### src/design/arw_pkg.sv
`timescale 1ns / 1ps

package arw_pkg;

    localparam int SEQ_W   = 48;
    localparam int CNT_W   = 32;
    localparam int REQ_W   = 2;
    localparam int CFG_W   = 7;

    localparam logic [CFG_W-1:0] LEN_RESET = 7'd64;

    // raw request codes on the input channel
    localparam logic [REQ_W-1:0] REQ_CHECK = 2'd0;
    localparam logic [REQ_W-1:0] REQ_MARK  = 2'd1;
    localparam logic [REQ_W-1:0] REQ_CLEAR = 2'd2;

    typedef enum logic [1:0] {
        OP_CHECK = 2'd0,
        OP_MARK  = 2'd1,
        OP_CLEAR = 2'd2,
        OP_NOP   = 2'd3
    } t_op;

    typedef struct packed {
        t_op              op;
        logic [SEQ_W-1:0] seq;
    } t_item;

    localparam logic [CNT_W-1:0] CNT_MAX = {CNT_W{1'b1}};

endpackage

### src/design/arw_ifs.sv
`timescale 1ns / 1ps

interface arw_req_if import arw_pkg::*; ();
    logic             valid;
    logic             ready;
    logic [REQ_W-1:0] req_type;
    logic [SEQ_W-1:0] seq_number;

    modport source (output valid, output req_type, output seq_number, input ready);
    modport sink   (input valid, input req_type, input seq_number, output ready);
endinterface

interface arw_rsp_if import arw_pkg::*; ();
    logic             valid;
    logic             ready;
    logic             seq_acceptable;
    logic             was_duplicate;
    logic [SEQ_W-1:0] highest_seen;
    logic [CNT_W-1:0] received_total;
    logic [CNT_W-1:0] replay_total;

    modport source (
        output valid, output seq_acceptable, output was_duplicate,
        output highest_seen, output received_total, output replay_total,
        input ready
    );
    modport sink (
        input valid, input seq_acceptable, input was_duplicate,
        input highest_seen, input received_total, input replay_total,
        output ready
    );
endinterface

interface arw_cfg_if import arw_pkg::*; ();
    logic             valid;
    logic             ready;
    logic [CFG_W-1:0] data;

    modport source (output valid, output data, input ready);
    modport sink   (input valid, input data, output ready);
endinterface

### src/design/arw_front.sv
`timescale 1ns / 1ps

module arw_front import arw_pkg::*; (
    input  logic            i_clk,
    input  logic            i_rst_n,
    arw_req_if.sink         i_req,
    output logic            o_q_valid,
    input  logic            i_q_ready,
    output t_item           o_q_item
);

    t_item       r_q [2];
    logic        r_wptr;
    logic        r_rptr;
    logic [1:0]  r_count;
    logic [1:0]  n_count;
    logic        push;
    logic        pop;
    t_item       in_item;

    function automatic t_op decode(input logic [REQ_W-1:0] code);
        t_op op;
        case (code)
            REQ_CHECK: op = OP_CHECK;
            REQ_MARK:  op = OP_MARK;
            REQ_CLEAR: op = OP_CLEAR;
            default:   op = OP_NOP;
        endcase
        return op;
    endfunction

    assign i_req.ready = (r_count != 2'd2);
    assign push        = i_req.valid && i_req.ready;
    assign pop         = o_q_valid && i_q_ready;
    assign o_q_valid   = (r_count != 2'd0);
    assign o_q_item    = r_q[r_rptr];

    assign in_item.op  = decode(i_req.req_type);
    assign in_item.seq = i_req.seq_number;

    always_comb begin
        n_count = r_count;
        if (push && !pop) begin
            n_count = r_count + 2'd1;
        end else if (pop && !push) begin
            n_count = r_count - 2'd1;
        end
    end

    always_ff @(posedge i_clk) begin
        if (!i_rst_n) begin
            r_wptr  <= 1'b0;
            r_rptr  <= 1'b0;
            r_count <= 2'd0;
        end else begin
            r_count <= n_count;
            if (push) begin
                r_wptr <= ~r_wptr;
            end
            if (pop) begin
                r_rptr <= ~r_rptr;
            end
        end
    end

    always_ff @(posedge i_clk) begin
        if (push) begin
            r_q[r_wptr] <= in_item;
        end
    end

    a_count_up: assert property (@(posedge i_clk) disable iff (!i_rst_n)
        push && !pop |=> r_count == $past(r_count) + 2'd1)
        else $error("queue count did not follow a lone push");

    a_ptr_gap: assert property (@(posedge i_clk) disable iff (!i_rst_n)
        (r_count == 2'd0 || r_count == 2'd2) |-> r_wptr == r_rptr)
        else $error("queue pointers disagree with count");

endmodule

### src/design/arw_back.sv
`timescale 1ns / 1ps

module arw_back import arw_pkg::*; #(
    parameter int WINDOW_MAX = 64
) (
    input  logic            i_clk,
    input  logic            i_rst_n,
    input  logic            i_q_valid,
    output logic            o_q_ready,
    input  t_item           i_q_item,
    input  logic [CFG_W-1:0] i_win_len,
    arw_rsp_if.source       o_rsp
);

    localparam int LW = ($clog2(WINDOW_MAX + 1) > CFG_W) ? $clog2(WINDOW_MAX + 1) : CFG_W;
    localparam int IW = (WINDOW_MAX > 1) ? $clog2(WINDOW_MAX) : 1;

    logic [SEQ_W-1:0]      r_highest;
    logic [WINDOW_MAX-1:0] r_seen;
    logic [CNT_W-1:0]      r_rcv;
    logic [CNT_W-1:0]      r_rep;
    logic                  r_out_valid;
    logic                  r_acc;
    logic                  r_dup;

    logic [SEQ_W-1:0]      n_highest;
    logic [WINDOW_MAX-1:0] n_seen;
    logic [CNT_W-1:0]      n_rcv;
    logic [CNT_W-1:0]      n_rep;
    logic                  n_acc;
    logic                  n_dup;

    logic                  pop;
    logic [LW-1:0]         len_ext;
    logic [LW-1:0]         eff_len;
    logic [SEQ_W-1:0]      eff_len_seq;
    logic [SEQ_W-1:0]      s;
    logic [SEQ_W-1:0]      diff;
    logic [SEQ_W-1:0]      fwd_dist;
    logic                  empty;
    logic                  higher;
    logic                  in_win;
    logic                  bit_set;

    assign o_q_ready = !r_out_valid || o_rsp.ready;
    assign pop       = i_q_valid && o_q_ready;

    // zero or oversized length means the full window
    assign len_ext     = LW'(i_win_len);
    assign eff_len     = (len_ext == '0 || len_ext > LW'(WINDOW_MAX)) ? LW'(WINDOW_MAX) : len_ext;
    assign eff_len_seq = SEQ_W'(eff_len);

    assign s        = i_q_item.seq;
    assign empty    = (r_highest == '0);
    assign higher   = (s > r_highest);
    assign diff     = r_highest - s;
    assign fwd_dist = s - r_highest;
    assign in_win   = (diff < eff_len_seq);
    assign bit_set  = r_seen[diff[IW-1:0]];

    always_comb begin
        n_highest = r_highest;
        n_seen    = r_seen;
        n_rcv     = r_rcv;
        n_rep     = r_rep;
        n_acc     = 1'b0;
        n_dup     = 1'b0;
        case (i_q_item.op)
            OP_CHECK: begin
                n_acc = empty || higher || (in_win && !bit_set);
            end
            OP_MARK: begin
                if (empty) begin
                    n_highest = s;
                    n_seen[0] = 1'b1;
                    if (r_rcv != CNT_MAX) n_rcv = r_rcv + CNT_W'(1);
                end else if (higher) begin
                    if (fwd_dist >= eff_len_seq) begin
                        n_seen = '0;
                    end else begin
                        n_seen = r_seen << fwd_dist[LW-1:0];
                    end
                    n_seen[0] = 1'b1;
                    n_highest = s;
                    if (r_rcv != CNT_MAX) n_rcv = r_rcv + CNT_W'(1);
                end else if (in_win) begin
                    if (!bit_set) begin
                        n_seen[diff[IW-1:0]] = 1'b1;
                        if (r_rcv != CNT_MAX) n_rcv = r_rcv + CNT_W'(1);
                    end else begin
                        n_dup = 1'b1;
                        if (r_rep != CNT_MAX) n_rep = r_rep + CNT_W'(1);
                    end
                end
            end
            OP_CLEAR: begin
                n_highest = '0;
                n_seen    = '0;
                n_rcv     = '0;
                n_rep     = '0;
            end
            default: begin
            end
        endcase
    end

    always_ff @(posedge i_clk) begin
        if (!i_rst_n) begin
            r_highest   <= '0;
            r_seen      <= '0;
            r_rcv       <= '0;
            r_rep       <= '0;
            r_out_valid <= 1'b0;
        end else begin
            if (pop) begin
                r_highest   <= n_highest;
                r_seen      <= n_seen;
                r_rcv       <= n_rcv;
                r_rep       <= n_rep;
                r_out_valid <= 1'b1;
            end else if (o_rsp.ready) begin
                r_out_valid <= 1'b0;
            end
        end
    end

    always_ff @(posedge i_clk) begin
        if (pop) begin
            r_acc <= n_acc;
            r_dup <= n_dup;
        end
    end

    assign o_rsp.valid          = r_out_valid;
    assign o_rsp.seq_acceptable = r_acc;
    assign o_rsp.was_duplicate  = r_dup;
    assign o_rsp.highest_seen   = r_highest;
    assign o_rsp.received_total = r_rcv;
    assign o_rsp.replay_total   = r_rep;

    a_clear: assert property (@(posedge i_clk) disable iff (!i_rst_n)
        pop && i_q_item.op == OP_CLEAR |=>
            r_highest == '0 && r_seen == '0 && r_rcv == '0 && r_rep == '0)
        else $error("clear left window state behind");

    a_flags: assert property (@(posedge i_clk) disable iff (!i_rst_n)
        r_out_valid |-> !(r_acc && r_dup))
        else $error("acceptable and duplicate both set");

    a_replay_count: assert property (@(posedge i_clk) disable iff (!i_rst_n)
        pop && n_dup && r_rep != CNT_MAX |=> r_rep == $past(r_rep) + CNT_W'(1) && r_dup)
        else $error("duplicate mark not counted");

    a_hold: assert property (@(posedge i_clk) disable iff (!i_rst_n)
        !pop |=> $stable(r_highest) && $stable(r_rcv) && $stable(r_rep))
        else $error("window state moved without a transaction");

endmodule

### src/design/anti_replay_window.sv
// anti-replay window: check, mark or clear one record sequence number per transaction
// result path: an accepted request waits in a queue slot, then in the result register
// throughput: 1 transaction per cycle unless results stall, set by the window update
//   (compare, barrel shift of the bitmap and counter update in the back end)
// reset: synchronous active low; empties window, counters and queue, window_length = 64
// configuration port always ready; write only while no transaction is in flight
`timescale 1ns / 1ps

module anti_replay_window import arw_pkg::*; #(
    parameter int WINDOW_MAX = 64
) (
    input  logic       i_clk,
    input  logic       i_rst_n,
    arw_cfg_if.sink    i_cfg,
    arw_req_if.sink    i_req,
    arw_rsp_if.source  o_rsp
);

    logic [CFG_W-1:0] r_win_len;
    logic             q_valid;
    logic             q_ready;
    t_item            q_item;

    assign i_cfg.ready = 1'b1;

    always_ff @(posedge i_clk) begin
        if (!i_rst_n) begin
            r_win_len <= LEN_RESET;
        end else if (i_cfg.valid && i_cfg.ready) begin
            r_win_len <= i_cfg.data;
        end
    end

    arw_front u_front (
        .i_clk     (i_clk),
        .i_rst_n   (i_rst_n),
        .i_req     (i_req),
        .o_q_valid (q_valid),
        .i_q_ready (q_ready),
        .o_q_item  (q_item)
    );

    arw_back #(
        .WINDOW_MAX (WINDOW_MAX)
    ) u_back (
        .i_clk     (i_clk),
        .i_rst_n   (i_rst_n),
        .i_q_valid (q_valid),
        .o_q_ready (q_ready),
        .i_q_item  (q_item),
        .i_win_len (r_win_len),
        .o_rsp     (o_rsp)
    );

endmodule

### src/flat_wrapper.sv
// flat-port wrapper written by rule: the top's interface ports become plain ports
module anti_replay_window_flat import arw_pkg::*;
#(
    parameter int WINDOW_MAX = 64
)
  (i_clk, i_rst_n, i_cfg_valid, i_cfg_data, i_cfg_ready, i_req_valid, i_req_req_type, i_req_seq_number, i_req_ready, o_rsp_valid, o_rsp_seq_acceptable, o_rsp_was_duplicate, o_rsp_highest_seen, o_rsp_received_total, o_rsp_replay_total, o_rsp_ready);
  arw_cfg_if i_cfg_i ();
  arw_req_if i_req_i ();
  arw_rsp_if o_rsp_i ();
  input  logic i_clk;
  input  logic i_rst_n;
  input wire logic [$bits(i_cfg_i.valid)-1:0] i_cfg_valid;
  input wire logic [$bits(i_cfg_i.data)-1:0] i_cfg_data;
  output wire logic [$bits(i_cfg_i.ready)-1:0] i_cfg_ready;
  input wire logic [$bits(i_req_i.valid)-1:0] i_req_valid;
  input wire logic [$bits(i_req_i.req_type)-1:0] i_req_req_type;
  input wire logic [$bits(i_req_i.seq_number)-1:0] i_req_seq_number;
  output wire logic [$bits(i_req_i.ready)-1:0] i_req_ready;
  output wire logic [$bits(o_rsp_i.valid)-1:0] o_rsp_valid;
  output wire logic [$bits(o_rsp_i.seq_acceptable)-1:0] o_rsp_seq_acceptable;
  output wire logic [$bits(o_rsp_i.was_duplicate)-1:0] o_rsp_was_duplicate;
  output wire logic [$bits(o_rsp_i.highest_seen)-1:0] o_rsp_highest_seen;
  output wire logic [$bits(o_rsp_i.received_total)-1:0] o_rsp_received_total;
  output wire logic [$bits(o_rsp_i.replay_total)-1:0] o_rsp_replay_total;
  input wire logic [$bits(o_rsp_i.ready)-1:0] o_rsp_ready;
  assign i_cfg_i.valid = i_cfg_valid;
  assign i_cfg_i.data = i_cfg_data;
  assign i_cfg_ready = i_cfg_i.ready;
  assign i_req_i.valid = i_req_valid;
  assign i_req_i.req_type = i_req_req_type;
  assign i_req_i.seq_number = i_req_seq_number;
  assign i_req_ready = i_req_i.ready;
  assign o_rsp_valid = o_rsp_i.valid;
  assign o_rsp_seq_acceptable = o_rsp_i.seq_acceptable;
  assign o_rsp_was_duplicate = o_rsp_i.was_duplicate;
  assign o_rsp_highest_seen = o_rsp_i.highest_seen;
  assign o_rsp_received_total = o_rsp_i.received_total;
  assign o_rsp_replay_total = o_rsp_i.replay_total;
  assign o_rsp_i.ready = o_rsp_ready;
  anti_replay_window #(.WINDOW_MAX(WINDOW_MAX)) u_core (.i_clk(i_clk), .i_rst_n(i_rst_n), .i_cfg(i_cfg_i), .i_req(i_req_i), .o_rsp(o_rsp_i));
endmodule
### config.mk
export PLATFORM = sky130hd
export DESIGN_NAME = anti_replay_window_flat
export DESIGN_NICKNAME = d
export VERILOG_FILES = /design/src/design/arw_pkg.sv /design/src/design/arw_ifs.sv /design/src/design/arw_front.sv /design/src/design/arw_back.sv /design/src/design/anti_replay_window.sv /design/src/flat_wrapper.sv
export SDC_FILE = /design/constraint.sdc
export NUM_CORES = 1
export LEC_CHECK = 0
export BUFFER_PORTS_ARGS = -buffer_cell sky130_fd_sc_hd__buf_2
export CELL_PAD_IN_SITES_DETAIL_PLACEMENT = 1
export CELL_PAD_IN_SITES_GLOBAL_PLACEMENT = 2
export CORE_ASPECT_RATIO = 1.5
export CORE_UTILIZATION = 41
export CTS_BUF_LIST = sky130_fd_sc_hd__clkbuf_2
export DETAILED_ROUTE_END_ITERATION = 10
export PLACE_DENSITY_LB_ADDON = 0.3
export SLEW_MARGIN = 10
export SYNTH_ARGS = -nofsm -noshare
export SYNTH_HDL_FRONTEND = slang
export SYNTH_SLANG_ARGS = --single-unit
### constraint.sdc
create_clock -name i_clk -period 18.55 [get_ports i_clk]
set_input_delay 0.9275 -clock i_clk [delete_from_list [all_inputs] [get_ports i_clk]]
set_output_delay 0.9275 -clock i_clk [all_outputs]
set_load 0.02 [all_outputs]
* Yosys cells after proc, flatten, opt, wreduce, memory -nomap -nowiden *
Memories as Yosys holds them, arrays and structs flattened. A register that Yosys moved wholly into a read port is not among the register bits.
Index checks and enable logic that the tools add are counted.

word-level totals
  bits in registers = 190
  memory bits (writable) = 100
  bits of input ports = 62
  output and inout bits = 117
  logic and storage cells = 112
  memories kept = 1

memory list
  memory              depth  bits a word  rd ports  clocked after memory_dff  write ports  RTL line         source
  u_core.u_front.r_q  2      50           1         1                         1            arw_front.sv:12  t_item r_q [2];

cells by class
  add/subtract/negate cells = 6
  $lt $le $gt $ge = 6
  eq/ne operators = 17
  shifts and indexed selects = 1
  multiplexer cells = 37
  bitwise logic cells = 5
  reductions and logical operators = 27

operator list
  kind                   count
  $mux 32                10
  $mux 64                4
  $pmux 32 s2            2
  $pmux 64 s2            1
  $mux 48                2
  $pmux 48 s2            1
  $sub 48x48->48         2
  $add 32x1->32 const B  2
  $ne 32x32->1 const B   2
  $or 64x64->64          1
  $shl 64x7->64          1
  $mux 63                1
  $ge 48x7->1            1
  $gt 48x48->1           1
  $logic_not 48->1       1
  $lt 48x7->1            1
  $ne 2x2->1 const B     6
  $mux 1                 10
  $ne 3x3->1 const B     3
  $ne 4x4->1 const B     2
  $reduce_bool 2->1      4
  $gt 7x7->1 const B     1
  $logic_not 7->1        1
  $lt 6x7->1 const B     1
  20 further kinds       38

* Longest topological paths before layout *
  word-level depth = 11
  gate-level depth with buffers = 27
  mapped depth without buffers = 21

* Modules after synthesis *
From an unflattened synthesis, not the netlist that was laid out.

second synthesis, totals
  cell total of the unflattened synthesis = 3023
  area total of the unflattened synthesis = 23887.9 um^2

by module, submodules not included
  module              instances  cells an instance  area each (um^2)  sequential area each (um^2)
  arw_back            1          2817               19769.0           3603.5
  arw_front           1          182                3844.9            3103.0
  anti_replay_window  1          24                 274.0             140.1

* Worst setup path after synthesis *
Ideal clock, no wire load.

  path kind = register to register
  start = reg (tool-made name)
  end = reg u_core.u_back.r_seen[5]
  setup time = 74 ps
  arrival time = 6454 ps
  required time = 18476 ps
  path slack = 12022 ps
  stages on the path, launching flop included = 27
  buffers on the path = 8
  period minus slack after synthesis = 6528 ps
  cell sequence = dfxtp_1 -> clkbuf_1 -> buf_1 -> buf_1 -> mux2i_1 -> inv_1 -> ha_1 -> buf_6 -> a211o_1 -> xnor2_1 -> inv_1 -> clkbuf_1 -> clkbuf_1 -> ha_1 -> a21oi_1 -> o21ai_0 -> a221oi_1 -> o2111a_1 -> nand4_1 -> or4_1 -> nor3_1 -> nand4_1 -> clkbuf_1 -> nor3_1 -> clkbuf_1 -> a22oi_1 -> o21ai_0

RTL lines
  what                  RTL line         source
  end signal, assigned  arw_back.sv:117  r_seen <= n_seen;
  end, declared         arw_back.sv:19   logic [WINDOW_MAX-1:0] r_seen;

==> reports/qor.yml <==
synthesis:
  ys_seq_elements: 291
  ys_seq_area_share_pct: 29.3
  synth-async-reset-ratio_pct: 0
  syn_avg_cell_area_sq_um: 8.08
  synthDistinctLibCells: 91
  synthCells: 2895
  synth_nets: 3075
  synth_edf_count: 102
  synth_ff_type: "dfxtp_1"
  ys_warn_count: 0
  synth_area_sq_um: 23400
hold_path:
  hold_path.class: "in -> reg"
  min_from: "o_rsp_ready"
outcome:
  status: "complete, no violations"
drt:
  drtIter0Drc: 1687
  drt-met1-wl_microns: 37700
  viasPerCell: 6.43
  dr_wl_met2_microns: 58800
  wirelength_microns: 113000
  first_pass_iters: 5
  highest_layer: "met5"
  dr_wl_met3_microns: 5780
  num_vias: 24800
  antenna_left: 0
  wl_per_cell_microns: 29.2
  drcViolationCount: 0
cts:
  ctsLongestPathBuffers: 3
  htree_levels: 3
  post-cts-setup-buffers: 0
  cts_buffers: 75
  cts_tree: "yes"
  clk_pin_slew_ns: 0.10
  ctsRootBufferMaster: "clkbuf_2"
  clock_sinks: 291
  clock_latency_ns: 1.18
pwr:
  swShare_pct: 60.7
  p_per_area_nw_per_um2: 182
  pwr-share-seq_pct: 17.2
  comb_power_share_pct: 72.4
  leakagePower_nw: 10.0
  switching_power_w: 0.00290
  p_clk_share_pct: 10.5
  p_int_w: 0.00187
  vdd_ir_drop_max_mv: 0.103
setup_path:
  required_ns: 19.61
  path_class: "reg -> reg"
  crit_slowest_cell: "nor3_2"
  crit_chain: "buf_4 > mux2i_1 > inv_1 > ha_1 > a21o_1 > a211o_1 > xnor2_2 > buf_4 > inv_1 > ha_1 > a21oi_1 > o21ai_0 > a221oi_1 > o2111a_1 > nand4_1 > or4_1 > nor3_1 > nand4_1 > buf_4 > nor3_2 > a22oi_1 > o21ai_0"
  arrival_ns: 9.36
  cp_slowest_stage_delay_ns: 0.90
  crit_fanout: 32
  start_kind: "flop"
  cp_common_cell: "buf_4"
  endpoint_kind: "flop"
sta:
  slew_viol_final: 0
  timing.final.crit_share_pct: 44.8
  worstMarginPinSlew_ns: 1.22
  fin_ws_ns: 10.25
  fin_setup_tns_ns: 0
  relSlewSlack_pct: 18.0
  finalHoldViolCount: 0
  fin_crit_ns: 8.30
  rsz0062_at_grt: "false"
  fmax_ghz: 0.120
  setup_violations: 0
  fin_skew_ns: 0.114
cells_and_area:
  area_growth_pct: 11.8
  nNetsFinal: 3227
  drive_gt1_share_pct: 14.6
global_route:
  grt_pass1_wl_microns: 166000
  grt_use_total_pct: 38.8
  grt_pass1_vias: 26200
  grt_max_degree: 96
  antenna_found_initial: 3
  grt_overflow: 0
die:
  rows: 106
  die_h_microns: 295
  num_io_pins: 179
  dieArea_sq_um: 58000
  die_x_microns: 197
  core_sq_um: 56100
  start_util_pct: 41.7
placed_design:
  pre_cts_ws_ns: 10.33
  io_buffers: 177
  post-dp-hpwl_microns: 84200
  gp_congestion: 0.989
flow_run:
  cap_violations: 0
==> path summary, 6_finish.rpt <==
path	endpoint	slack, ns	cells after the start
worst min-delay path	u_core.u_back.o_rsp.valid$_SDFFE_PN0P_	0.19	4
worst max register to register	u_core.u_back.r_seen[3]$_SDFFE_PN0P_	10.25	22
worst max-delay path	u_core.u_back.r_seen[3]$_SDFFE_PN0P_	10.25	22
worst min register to register	u_core.u_back.o_rsp.replay_total[30]$_SDFFE_PN0P_	0.51	2
==> metrics by stage <==
step                      cell area [sq um]  utilization [%]  hold WS [ns]  std cells  total power, W
after floorplan                       23400                -         0.445       2895         0.00290
after global placement                24800             44.3         0.473       3668         0.00412
after detailed placement              24800             44.3         0.493       3668         0.00415
after CTS                             26100             46.6        0.0161       3861         0.00467
after global routing                  26100             46.6         0.154       3864         0.00497
final                                 26100             46.6         0.195       3864         0.00477
==> power groups by stage <==
| stage | Clock [W] | Combinational [W] | Sequential [W] |
|---|---|---|---|
| 6_report | 0.000500 | 0.00345 | 0.000819 |
| 5_1_grt | 0.000537 | 0.00361 | 0.000827 |
| 4_1_cts | 0.000509 | 0.00334 | 0.000817 |
| 3_5_place_dp | 0 | 0.00332 | 0.000831 |
| 3_3_place_gp | 0 | 0.00329 | 0.000826 |
| 2_1_floorplan | 0 | 0.00207 | 0.000828 |
==> cells in the mapped netlist (all sizes together), types with 29 or more instances <==
master  count  area share [%]
or3        49             1.3
nand2     296             4.8
nor2      224             3.6
ha        116             6.2
edfxtp    102              13
and3       29            0.78
mux2i     142             6.1
nor3       86             1.8
a21oi     328             7.1
clkbuf    145             2.3
nand4      55             1.5
xnor2      34             1.3
buf        48             1.0
o21ai     268             5.8
a211oi     37             1.2
mux4       60             5.8
inv       137             2.2
nand3      57             1.2
nor4       53             1.5
dfxtp     189              16
a22o       48             1.8
==> per-layer routing <==
layer / vias to the layer above / global-route usage, %
met5: - / 0
met3: 440 / 6.35
li1: 11100 / -
met4: 2 / 33.0
met1: 12300 / 37.4
met2: 1014 / 71.4
==> registers in the layout, indices dropped and copies added (netlist names), named ones only <==
register,flops
u_core.u_front.r_q,100
u_core.u_back.r_seen,64
u_core.u_back.o_rsp.highest_seen,48
u_core.u_back.o_rsp.received_total,32
u_core.u_back.o_rsp.replay_total,32
u_core.r_win_len,7
u_core.u_front.r_count,2
u_core.u_back.o_rsp.seq_acceptable,1
u_core.u_back.o_rsp.valid,1
u_core.u_back.o_rsp.was_duplicate,1
u_core.u_front.r_rptr,1
u_core.u_front.r_wptr,1
==> cells in the final DEF (no fill, tap or decap), drive strengths merged, types with 10 or more instances in the layout <==
master	count
a21o	16
a21oi	328
nand2	296
o21ai	268
a31oi	21
buf	210
nor3	86
o31ai	28
and4	15
and2	19
nor2b	14
a221oi	10
and3	29
a22o	48
a22oi	18
clkbuf	111
dlygate4sd3	58
o211ai	17
ha	116
dfxtp	189
nand2b	15
o21a	22
inv	138
o2111ai	10
mux2i	142
o21bai	19
o22ai	12
nand4	55
mux2	10
mux4	60
edfxtp	102
nand3	57
xor2	28
nor2	224
xnor2	34
or3	49
nor4	53
a211oi	37
or4	21
clkinv	19
==> timing repair <==
| action | CTS | global route |
|---|---|---|
| hold buffers | 58 | 0 |
| resized for setup | 0 | 0 |
| hold endpoints to repair | 106 | 0 |
==> critical path: cells and delay by family (launching register included) <==
kind | cells | cell delay, ns
flip-flops | 1 | 0.70
multiplexers | 1 | 0.55
AO/OA/AOI/OAI | 8 | 2.14
buffers and inverters | 5 | 1.94
adder cells (fa/ha/maj) | 2 | 0.87
AND/OR/NAND/NOR | 5 | 1.88
XOR/XNOR | 1 | 0.13
==> area by class of cell <==
| type | count | area, sq um |
|---|---|---|
| inverters | 137 | 514 |
| multi-input cells | 2274 | 15400 |
| repair buffers | 268 | 1710 |
| well taps | 756 | 946 |
| clock inverters | 24 | 159 |
| diodes | 3 | 7.51 |
| clock buffers | 111 | 556 |
| flip-flops and latches | 291 | 6850 |
| fillers | 6891 | 30000 |
==> logic make-up after synthesis <==
kind of cell / synth area share, %
muxes: 12.3
DFF: 29.3
buffers and inverters: 5.57
xor gates and xnor gates: 2.35
other: 0.0160
and+or+nand+nor: 19.8
adders and majority gates: 6.38
AOI/OAI and AO/OA: 24.2
Note: power is estimated with default switching activity, not from simulation.
